File: config.mk
export PLATFORM = sky130hd
export DESIGN_NAME = steering_servo_pid_controller_flat
export DESIGN_NICKNAME = d
export VERILOG_FILES = /design/src/rtl/spid_pkg.sv /design/src/rtl/spid_if.sv /design/src/rtl/spid_pulse_calc.sv /design/src/rtl/steering_servo_pid_controller.sv /design/src/flat_wrapper.sv
export SDC_FILE = /design/constraint.sdc
export NUM_CORES = 2
export LEC_CHECK = 0
export ABC_AREA = 1
export BUFFER_PORTS_ARGS = -buffer_cell sky130_fd_sc_hd__buf_2
export CAP_MARGIN = 20
export CORE_MARGIN = 3
export CORE_UTILIZATION = 62
export CTS_CLUSTER_SIZE = 10
export DETAILED_ROUTE_END_ITERATION = 16
export PLACE_DENSITY = 0.8
export SKIP_LAST_GASP = 1
export SLEW_MARGIN = 30
export SYNTH_ARGS = -nofsm -noshare
export SYNTH_HDL_FRONTEND = slang
export SYNTH_SLANG_ARGS = --single-unit
File: constraint.sdc
create_clock -name clk -period 13.9 [get_ports clk]
set_input_delay 4.17 -clock clk [delete_from_list [all_inputs] [get_ports clk]]
set_output_delay 4.17 -clock clk [all_outputs]
set_load 0.1 [all_outputs]
File: src/rtl/spid_pkg.sv
`default_nettype none

package spid_pkg;

    localparam int CFG_IDX_W  = 3;
    localparam int CFG_DATA_W = 16;

    // register indexes of the configuration port
    localparam logic [CFG_IDX_W-1:0] REG_GAIN_P       = 3'd0;
    localparam logic [CFG_IDX_W-1:0] REG_GAIN_I       = 3'd1;
    localparam logic [CFG_IDX_W-1:0] REG_GAIN_D       = 3'd2;
    localparam logic [CFG_IDX_W-1:0] REG_LINE_SETPOINT = 3'd3;
    localparam logic [CFG_IDX_W-1:0] REG_SERVO_CENTRE = 3'd4;
    localparam logic [CFG_IDX_W-1:0] REG_PULSE_MIN    = 3'd5;
    localparam logic [CFG_IDX_W-1:0] REG_PULSE_MAX    = 3'd6;
    localparam logic [CFG_IDX_W-1:0] REG_JUMP_LIMIT   = 3'd7;

    // reset values
    localparam logic [15:0] GAIN_P_RST        = 16'd1946;
    localparam logic [15:0] GAIN_I_RST        = 16'd0;
    localparam logic [15:0] GAIN_D_RST        = 16'd5120;
    localparam logic [7:0]  LINE_SETPOINT_RST = 8'd75;
    localparam logic [11:0] SERVO_CENTRE_RST  = 12'd1520;
    localparam logic [11:0] PULSE_MIN_RST     = 12'd1200;
    localparam logic [11:0] PULSE_MAX_RST     = 12'd1800;
    localparam logic [7:0]  JUMP_LIMIT_RST    = 8'd30;
    localparam logic [7:0]  LAST_TARGET_RST   = 8'd75;

    // integral clamp, Q.4
    localparam logic signed [19:0] INTEG_LIMIT     = 20'sd160000;
    localparam logic signed [19:0] INTEG_LIMIT_NEG = -20'sd160000;

    // reciprocals scaled by 2^18, exact while the quotient fits in 12 bits
    localparam logic [15:0] RECIP_6 = 16'd43691;
    localparam logic [15:0] RECIP_5 = 16'd52429;

    typedef struct packed {
        logic [11:0] centre;
        logic [11:0] pulse_min;
        logic [11:0] pulse_max;
    } pulse_cfg_t;

    typedef struct packed {
        logic [11:0]        steer;
        logic signed [15:0] raw;
    } pulse_res_t;

    function automatic logic [11:0] div6(input logic [14:0] x);
        logic [30:0] prod;
        begin
            prod = 31'({16'd0, x} * {15'd0, RECIP_6});
            return prod[29:18];
        end
    endfunction

    function automatic logic [11:0] div5(input logic [14:0] x);
        logic [30:0] prod;
        begin
            prod = 31'({16'd0, x} * {15'd0, RECIP_5});
            return prod[29:18];
        end
    endfunction

    function automatic logic signed [15:0] sat16(input logic signed [24:0] v);
        begin
            if (v > 25'sd32767)
                return 16'sh7fff;
            else if (v < -25'sd32768)
                return 16'sh8000;
            else
                return v[15:0];
        end
    endfunction

endpackage

`default_nettype wire

File: src/rtl/spid_if.sv
`default_nettype none

interface spid_in_if;
    logic       valid;
    logic       ready;
    logic [7:0] centre_near;
    logic [7:0] centre_mid;
    logic [7:0] centre_far;

    modport source (output valid, output centre_near, output centre_mid,
                    output centre_far, input ready);
    modport sink (input valid, input centre_near, input centre_mid,
                  input centre_far, output ready);
endinterface

interface spid_out_if;
    logic               valid;
    logic               ready;
    logic [11:0]        steer_pulse;
    logic signed [15:0] raw_pulse;
    logic [7:0]         used_target;
    logic               jump_rejected;

    modport source (output valid, output steer_pulse, output raw_pulse,
                    output used_target, output jump_rejected, input ready);
    modport sink (input valid, input steer_pulse, input raw_pulse,
                  input used_target, input jump_rejected, output ready);
endinterface

`default_nettype wire

File: src/rtl/spid_pulse_calc.sv
`default_nettype none

module spid_pulse_calc
(
    input  wire logic signed [29:0] prod_p,
    input  wire logic signed [35:0] prod_i,
    input  wire logic signed [30:0] prod_d,
    input  wire spid_pkg::pulse_cfg_t cfg,
    output spid_pkg::pulse_res_t     res
);

    logic signed [36:0] acc;
    logic signed [36:0] acc_adj;
    logic signed [24:0] quot;
    logic signed [15:0] pid;
    logic signed [24:0] with_centre;
    logic signed [15:0] raw;
    logic signed [16:0] lim_min;
    logic signed [16:0] lim_max;
    logic signed [16:0] raw_ext;

    always_comb
    begin
        acc = 37'(prod_p) + 37'(prod_i) + 37'(prod_d);
        // round toward zero before the arithmetic shift
        acc_adj = acc[36] ? (acc + 37'sd4095) : acc;
        quot = acc_adj[36:12];
        pid = spid_pkg::sat16(quot);
        with_centre = 25'(pid) + $signed({13'd0, cfg.centre});
        raw = spid_pkg::sat16(with_centre);

        raw_ext = 17'(raw);
        lim_min = $signed({5'd0, cfg.pulse_min});
        lim_max = $signed({5'd0, cfg.pulse_max});

        res.raw = raw;
        if (raw_ext < lim_min)
            res.steer = cfg.pulse_min;
        else if (raw_ext > lim_max)
            res.steer = cfg.pulse_max;
        else
            res.steer = raw[11:0];
    end

endmodule

`default_nettype wire

File: src/rtl/steering_servo_pid_controller.sv
// steering servo pid controller
//
// sample_ch carries three lane-centre columns per camera frame (near, mid,
// far); result_ch returns one item per sample: the clamped servo pulse, the
// unclamped pulse, the target column used and a flag for a rejected jump.
// Both channels transfer on a rising edge with valid and ready high.
// Gains, setpoint, centre, pulse limits and jump limit are written via
// cfg_we / cfg_index / cfg_data; the block does not check for frames in
// flight, so the user must write them only while no frame is in flight.
// Each sample passes stages 0 to 3 and the output register. A new sample
// can be taken every cycle: the target/jump test, the bias filter with the
// integrator, the three gain multipliers and the final sum and clamp each
// sit in their own register stage, and each feedback loop (last target,
// last bias, integral) closes inside a single stage.
// When result_ch stalls, empty stages still fill, so sample_ch keeps taking
// transfers until all four stages and the output register hold items.
// Reset loads the default configuration, sets the last target to column 75
// and clears the bias history and the integral; no result is pending.

`default_nettype none

module steering_servo_pid_controller
(
    input  wire logic                       clk,
    input  wire logic                       rst_n,
    spid_in_if.sink                         sample_ch,
    spid_out_if.source                      result_ch,
    input  wire logic                       cfg_we,
    input  wire logic [spid_pkg::CFG_IDX_W-1:0]  cfg_index,
    input  wire logic [spid_pkg::CFG_DATA_W-1:0] cfg_data
);

    // configuration
    logic [15:0] gain_p_reg;
    logic [15:0] gain_i_reg;
    logic [15:0] gain_d_reg;
    logic [7:0]  line_setpoint_reg;
    logic [11:0] servo_centre_reg;
    logic [11:0] pulse_min_reg;
    logic [11:0] pulse_max_reg;
    logic [7:0]  jump_limit_reg;

    // loop state
    logic [7:0]         last_target_reg;
    logic signed [12:0] prev_bias_reg;
    logic signed [18:0] integral_reg;

    // stage registers
    logic               s0_valid_reg;
    logic [7:0]         near_reg;
    logic [7:0]         mid_reg;
    logic [7:0]         far_reg;

    logic               s1_valid_reg;
    logic [11:0]        s1_target_reg;
    logic [7:0]         s1_used_reg;
    logic               s1_rej_reg;

    logic               s2_valid_reg;
    logic signed [12:0] s2_bias_reg;
    logic signed [18:0] s2_integ_reg;
    logic signed [13:0] s2_diff_reg;
    logic [7:0]         s2_used_reg;
    logic               s2_rej_reg;

    logic               s3_valid_reg;
    logic signed [29:0] s3_prod_p_reg;
    logic signed [35:0] s3_prod_i_reg;
    logic signed [30:0] s3_prod_d_reg;
    logic [7:0]         s3_used_reg;
    logic               s3_rej_reg;

    logic               out_valid_reg;
    logic [11:0]        steer_reg;
    logic signed [15:0] raw_reg;
    logic [7:0]         used_reg;
    logic               rej_reg;

    // a stage loads when it is empty or the stage after it loads
    logic take_out;
    logic take3;
    logic take2;
    logic take1;
    logic take0;

    assign take_out = !out_valid_reg || result_ch.ready;
    assign take3    = !s3_valid_reg || take_out;
    assign take2    = !s2_valid_reg || take3;
    assign take1    = !s1_valid_reg || take2;
    assign take0    = !s0_valid_reg || take1;

    assign sample_ch.ready = take0;

    // stage 0 -> 1: weighted target and jump test
    logic [10:0]        wsum;
    logic [11:0]        target;
    logic [11:0]        last_q4;
    logic signed [12:0] delta;
    logic [11:0]        delta_mag;
    logic               rejected;
    logic [11:0]        used_q4;

    always_comb
    begin
        wsum = 11'({near_reg, 1'b0}) + 11'(near_reg) + 11'({mid_reg, 1'b0})
             + 11'(far_reg);
        target = spid_pkg::div6({wsum, 4'b0000});
        last_q4 = {last_target_reg, 4'b0000};
        delta = $signed({1'b0, target}) - $signed({1'b0, last_q4});
        delta_mag = delta[12] ? 12'(-delta) : delta[11:0];
        rejected = delta_mag > {jump_limit_reg, 4'b0000};
        used_q4 = rejected ? last_q4 : target;
    end

    // stage 1 -> 2: bias filter, integrator, difference
    logic signed [12:0] bias_raw;
    logic signed [15:0] filt_num;
    logic [14:0]        filt_mag;
    logic [11:0]        filt_quot;
    logic signed [12:0] bias;
    logic signed [19:0] integ_sum;
    logic signed [18:0] integ;
    logic signed [13:0] diff;

    always_comb
    begin
        bias_raw = $signed({1'b0, line_setpoint_reg, 4'b0000})
                 - $signed({1'b0, s1_target_reg});
        filt_num = $signed({bias_raw[12], bias_raw, 2'b00}) + 16'(prev_bias_reg);
        filt_mag = filt_num[15] ? 15'(-filt_num) : filt_num[14:0];
        filt_quot = spid_pkg::div5(filt_mag);
        // division truncates toward zero, so divide the magnitude
        bias = filt_num[15] ? -$signed({1'b0, filt_quot})
                            : $signed({1'b0, filt_quot});
        integ_sum = 20'(integral_reg) + 20'(bias);
        if (integ_sum > spid_pkg::INTEG_LIMIT)
            integ = spid_pkg::INTEG_LIMIT[18:0];
        else if (integ_sum < spid_pkg::INTEG_LIMIT_NEG)
            integ = spid_pkg::INTEG_LIMIT_NEG[18:0];
        else
            integ = integ_sum[18:0];
        diff = 14'(bias) - 14'(prev_bias_reg);
    end

    // stage 3 -> out: sum, scale, saturate, clamp
    spid_pkg::pulse_cfg_t pulse_cfg;
    spid_pkg::pulse_res_t pulse_res;

    assign pulse_cfg.centre    = servo_centre_reg;
    assign pulse_cfg.pulse_min = pulse_min_reg;
    assign pulse_cfg.pulse_max = pulse_max_reg;

    spid_pulse_calc u_pulse_calc
    (
        .prod_p (s3_prod_p_reg),
        .prod_i (s3_prod_i_reg),
        .prod_d (s3_prod_d_reg),
        .cfg    (pulse_cfg),
        .res    (pulse_res)
    );

    // control, configuration and loop state
    always_ff @(posedge clk or negedge rst_n)
    begin
        if (!rst_n)
        begin
            gain_p_reg        <= spid_pkg::GAIN_P_RST;
            gain_i_reg        <= spid_pkg::GAIN_I_RST;
            gain_d_reg        <= spid_pkg::GAIN_D_RST;
            line_setpoint_reg <= spid_pkg::LINE_SETPOINT_RST;
            servo_centre_reg  <= spid_pkg::SERVO_CENTRE_RST;
            pulse_min_reg     <= spid_pkg::PULSE_MIN_RST;
            pulse_max_reg     <= spid_pkg::PULSE_MAX_RST;
            jump_limit_reg    <= spid_pkg::JUMP_LIMIT_RST;
            last_target_reg   <= spid_pkg::LAST_TARGET_RST;
            prev_bias_reg     <= '0;
            integral_reg      <= '0;
            s0_valid_reg      <= 1'b0;
            s1_valid_reg      <= 1'b0;
            s2_valid_reg      <= 1'b0;
            s3_valid_reg      <= 1'b0;
            out_valid_reg     <= 1'b0;
        end
        else
        begin
            if (cfg_we)
            begin
                case (cfg_index)
                    spid_pkg::REG_GAIN_P:        gain_p_reg        <= cfg_data;
                    spid_pkg::REG_GAIN_I:        gain_i_reg        <= cfg_data;
                    spid_pkg::REG_GAIN_D:        gain_d_reg        <= cfg_data;
                    spid_pkg::REG_LINE_SETPOINT: line_setpoint_reg <= cfg_data[7:0];
                    spid_pkg::REG_SERVO_CENTRE:  servo_centre_reg  <= cfg_data[11:0];
                    spid_pkg::REG_PULSE_MIN:     pulse_min_reg     <= cfg_data[11:0];
                    spid_pkg::REG_PULSE_MAX:     pulse_max_reg     <= cfg_data[11:0];
                    spid_pkg::REG_JUMP_LIMIT:    jump_limit_reg    <= cfg_data[7:0];
                    default:
                    begin
                    end
                endcase
            end

            if (take0)
                s0_valid_reg <= sample_ch.valid;
            if (take1)
                s1_valid_reg <= s0_valid_reg;
            if (take2)
                s2_valid_reg <= s1_valid_reg;
            if (take3)
                s3_valid_reg <= s2_valid_reg;
            if (take_out)
                out_valid_reg <= s3_valid_reg;

            if (s0_valid_reg && take1)
                last_target_reg <= used_q4[11:4];
            if (s1_valid_reg && take2)
            begin
                prev_bias_reg <= bias;
                integral_reg  <= integ;
            end
        end
    end

    // payload
    always_ff @(posedge clk)
    begin
        if (take0)
        begin
            near_reg <= sample_ch.centre_near;
            mid_reg  <= sample_ch.centre_mid;
            far_reg  <= sample_ch.centre_far;
        end
        if (take1)
        begin
            s1_target_reg <= used_q4;
            s1_used_reg   <= used_q4[11:4];
            s1_rej_reg    <= rejected;
        end
        if (take2)
        begin
            s2_bias_reg  <= bias;
            s2_integ_reg <= integ;
            s2_diff_reg  <= diff;
            s2_used_reg  <= s1_used_reg;
            s2_rej_reg   <= s1_rej_reg;
        end
        if (take3)
        begin
            s3_prod_p_reg <= $signed({1'b0, gain_p_reg}) * s2_bias_reg;
            s3_prod_i_reg <= $signed({1'b0, gain_i_reg}) * s2_integ_reg;
            s3_prod_d_reg <= $signed({1'b0, gain_d_reg}) * s2_diff_reg;
            s3_used_reg   <= s2_used_reg;
            s3_rej_reg    <= s2_rej_reg;
        end
        if (take_out)
        begin
            steer_reg <= pulse_res.steer;
            raw_reg   <= pulse_res.raw;
            used_reg  <= s3_used_reg;
            rej_reg   <= s3_rej_reg;
        end
    end

    assign result_ch.valid         = out_valid_reg;
    assign result_ch.steer_pulse   = steer_reg;
    assign result_ch.raw_pulse     = raw_reg;
    assign result_ch.used_target   = used_reg;
    assign result_ch.jump_rejected = rej_reg;

    // integrator never leaves its clamp range
    assert property (@(posedge clk) disable iff (!rst_n)
        (20'(integral_reg) <= spid_pkg::INTEG_LIMIT)
        && (20'(integral_reg) >= spid_pkg::INTEG_LIMIT_NEG))
        else $error("integral out of range");

    // a rejected jump keeps the last target
    assert property (@(posedge clk) disable iff (!rst_n)
        (s0_valid_reg && take1 && rejected) |=> $stable(last_target_reg))
        else $error("last target changed on rejected jump");

    // with no result pending every stage can move, so input is open
    assert property (@(posedge clk) disable iff (!rst_n)
        !out_valid_reg |-> sample_ch.ready)
        else $error("input blocked with empty output");

    // a result transfer with nothing behind it leaves the output empty
    assert property (@(posedge clk) disable iff (!rst_n)
        (out_valid_reg && result_ch.ready && !s3_valid_reg) |=> !out_valid_reg)
        else $error("result repeated");

endmodule

`default_nettype wire
File: src/flat_wrapper.sv
// flat-port wrapper written by rule: the top's interface ports become plain ports
module steering_servo_pid_controller_flat 
  (clk, rst_n, cfg_we, cfg_index, cfg_data, sample_ch_valid, sample_ch_centre_near, sample_ch_centre_mid, sample_ch_centre_far, sample_ch_ready, result_ch_valid, result_ch_steer_pulse, result_ch_raw_pulse, result_ch_used_target, result_ch_jump_rejected, result_ch_ready);
  spid_in_if sample_ch_i ();
  spid_out_if result_ch_i ();
  input  wire logic clk;
  input  wire logic rst_n;
  input  wire logic cfg_we;
  input  wire logic [spid_pkg::CFG_IDX_W-1:0] cfg_index;
  input  wire logic [spid_pkg::CFG_DATA_W-1:0] cfg_data;
  input wire logic [$bits(sample_ch_i.valid)-1:0] sample_ch_valid;
  input wire logic [$bits(sample_ch_i.centre_near)-1:0] sample_ch_centre_near;
  input wire logic [$bits(sample_ch_i.centre_mid)-1:0] sample_ch_centre_mid;
  input wire logic [$bits(sample_ch_i.centre_far)-1:0] sample_ch_centre_far;
  output wire logic [$bits(sample_ch_i.ready)-1:0] sample_ch_ready;
  output wire logic [$bits(result_ch_i.valid)-1:0] result_ch_valid;
  output wire logic [$bits(result_ch_i.steer_pulse)-1:0] result_ch_steer_pulse;
  output wire logic [$bits(result_ch_i.raw_pulse)-1:0] result_ch_raw_pulse;
  output wire logic [$bits(result_ch_i.used_target)-1:0] result_ch_used_target;
  output wire logic [$bits(result_ch_i.jump_rejected)-1:0] result_ch_jump_rejected;
  input wire logic [$bits(result_ch_i.ready)-1:0] result_ch_ready;
  assign sample_ch_i.valid = sample_ch_valid;
  assign sample_ch_i.centre_near = sample_ch_centre_near;
  assign sample_ch_i.centre_mid = sample_ch_centre_mid;
  assign sample_ch_i.centre_far = sample_ch_centre_far;
  assign sample_ch_ready = sample_ch_i.ready;
  assign result_ch_valid = result_ch_i.valid;
  assign result_ch_steer_pulse = result_ch_i.steer_pulse;
  assign result_ch_raw_pulse = result_ch_i.raw_pulse;
  assign result_ch_used_target = result_ch_i.used_target;
  assign result_ch_jump_rejected = result_ch_i.jump_rejected;
  assign result_ch_i.ready = result_ch_ready;
  steering_servo_pid_controller u_core (.clk(clk), .rst_n(rst_n), .sample_ch(sample_ch_i), .result_ch(result_ch_i), .cfg_we(cfg_we), .cfg_index(cfg_index), .cfg_data(cfg_data));
endmodule
==> impl_metrics.toml <==
[synthesis]
ys_seq_area_frac = 0.194
ys_seq_elements = 380
postSynth.asyncResetShare = 0.382
synthCells = 6577
ys_warn_count = 0
synthTopCellsByArea = "fa_1 (28%), ha_1 (15%), edfxtp_1 (13%), inv_1 (11%), nand2_1 (10%)"
synthTopCellsByCount = "inv_1 (1648), nand2_1 (1523), fa_1 (776)"
ys_types = 53
synth_fp_nets = 8045
synth_edf_count = 235
synth.top_cell.area_share = 0.281
ys.flop_type = "edfxtp_1"
syn_area_per_cell_um2 = 8.41
syn_area_um2 = 55300
synth_top_area_cell = "fa_1"
yosysMostFrequentCell = "inv_1"

[worst_setup_path]
cp-start-kind = "flip-flop"
critPathArrivalTime_ns = 13.12
critPathKind = "flip-flop to flip-flop"
worst_r2r_path_depth = 70
critPathMaxFanout = 11
critical_path.max_stage_delay_ns = 0.53
crit_path_start = "u_core.line_setpoint_reg[0]"
rr_startpoint = "u_core.line_setpoint_reg[0]"
required_ns = 14.24
reg2reg_slack_ns = 1.12
crit_top_cell = "inv_1"
rr_endpoint = "u_core.s2_integ_reg[4]"
slowest_stage = "dfstp_2"
crit_path_end_kind = "flip-flop"

[worst_hold_path]
whs_endpoint = "u_core.s2_rej_reg"
hold_class = "flip-flop to flip-flop"
min_path_cells = 0
min_from = "u_core.s1_rej_reg"

[sta]
finalSetupTns_ns = 0
hold_viol_final = 0
period_share = 0.919
tightestPinTransition_ns = 1.01
skew_ns = 0.0147
setup_viol = 0
fmax_mhz = 78.2
finalCriticalPeriod_ns = 12.78
grt_setup_unrepaired = "no"
maxSlewHeadroom = 0.319
finalMaxSlewViolations = 0

[route]
route.detailed.drc = 0
vias_per_cell = 5.52
wirelength_mm = 142
firstDrtPassIters = 6
dr_total_vias = 42800
drt_iter0_drc = 3335
wire_per_inst_um = 18.3
route.antenna.remaining_nets = 0

[floorplanning]
die_height_um = 305
core_um2 = 87600
die_x_um = 305
rows = 108
ios = 87
initial_core_util = 0.632
dieArea_um2 = 92900

[place]
gp_congestion = 1.02
dp_hpwl_mm = 115
port_buffers = 86
placed_area_um2 = 56700

[global_routing]
grt_pass1_vias = 44100
grt_start_max_net_pins = 85
antenna_found_initial = 6
grt_overflow = 0
grt_pass1_wl_mm = 230
grt_use_total = 0.311

[finish]
design_area_um2 = 58300
drive_gt1_frac = 0.0581
largest_register_ffs = 36
syn2layout_area_growth_pct = 5.31
fillers = 6986
fin_nets = 8018

[clock_tree]
cts_tree = "done"
clk_latency_ns = 0.61
clock_sinks = 380
hold_buffers = 0
cts_max_path_buffers = 3
clk_pin_slew_worst_paths_ns = 0.06
cts-buffers-inserted = 47
root_buffer = "clkbuf_16"
htreeDepth = 2

[flow_run]
cap_violations = 0

[run_status]
outcome = "completed"
[critical path: cells and delay by family (launching register included)]
family	cells	cell delay (ns)
DFF	1	0.53
AOI/OAI and AO/OA	19	3.34
buffers and inverters	16	1.84
and+or+nand+nor	21	2.22
adders and majority gates	11	4.07
xor gates and xnor gates	3	0.50
[through the flow]
stage | setup WS, ns | util | instances | hold slack (ns)
final | 1.12 | 0.665 | 7750 | 0.431
after detailed placement | 0.759 | 0.647 | 7653 | 0.405
after global routing | 0.0280 | 0.665 | 7743 | 0.441
after floorplan | 0.805 | - | 6577 | 0.400
after global placement | 1.12 | 0.647 | 7653 | 0.405
after CTS | 0.646 | 0.664 | 7740 | 0.426
[worst max path at each step]
stage	end	slack (ns)
floorplan	sample_ch_ready	0.81
global placement	u_core.integral_reg[1]	1.12
detailed placement	u_core.integral_reg[1]	0.76
CTS	u_core.integral_reg[4]	0.65
global route	u_core.integral_reg[1]	0.03
finish	u_core.s2_integ_reg[4]	1.12
[cell families (layout without fill, tap and decap cells)]
| kind of cell | count (synthesis) | after routing | synth area share |
|---|---|---|---|
| simple gates | 2110 | 2110 | 0.159 |
| buf+inv | 1863 | 1874 | 0.127 |
| fa+ha+maj | 1420 | 1420 | 0.426 |
| compound gates | 568 | 568 | 0.0559 |
| flops | 380 | 380 | 0.194 |
| xor+xnor | 236 | 236 | 0.0374 |
| other cells | 0 | 7 | 0 |
[layout make-up]
type / count / area (µm²) / area share
multi-input cells: 4334 / 37600 / 0.646
flip-flops and latches: 380 / 10700 / 0.184
inverters: 1670 / 6280 / 0.108
well taps: 1155 / 1450 / 0.0248
clock buffers: 78 / 1360 / 0.0234
repair buffers: 117 / 677 / 0.0116
clock inverters: 9 / 138 / 0.00236
diodes: 7 / 17.5 / 0.000301
[per-layer routing]
layer	up-vias	GRT usage	wire [µm]
li1	19800	-	-
met5	-	0	9
met1	20800	0.403	55100
met3	421	0.0515	12000
met4	2	0.146	7650
met2	1774	0.514	66800
[placed cells by master (no fill, tap or decap), types with 41 or more instances in the layout]
master / instances
buf_2: 85
ha_1: 644
a21oi_1: 245
nand2_2: 41
clkbuf_16: 48
xor2_1: 178
inv_1: 1643
fa_1: 775
dfrtp_1: 110
o21ai_0: 213
nand4_1: 41
nand3_1: 165
nand2_1: 1520
edfxtp_1: 235
nor2_1: 213
xnor2_1: 55
[repair_timing]
| action | in CTS | in global routing |
|---|---|---|
| endpoints found under the setup margin | 0 | 36 |
| gates resized for setup | 0 | 15 |
| setup buffers | 0 | 2 |
Power is not shown: default switching activity piles up to over one toggle a cycle in this logic, so the estimate is an artifact.
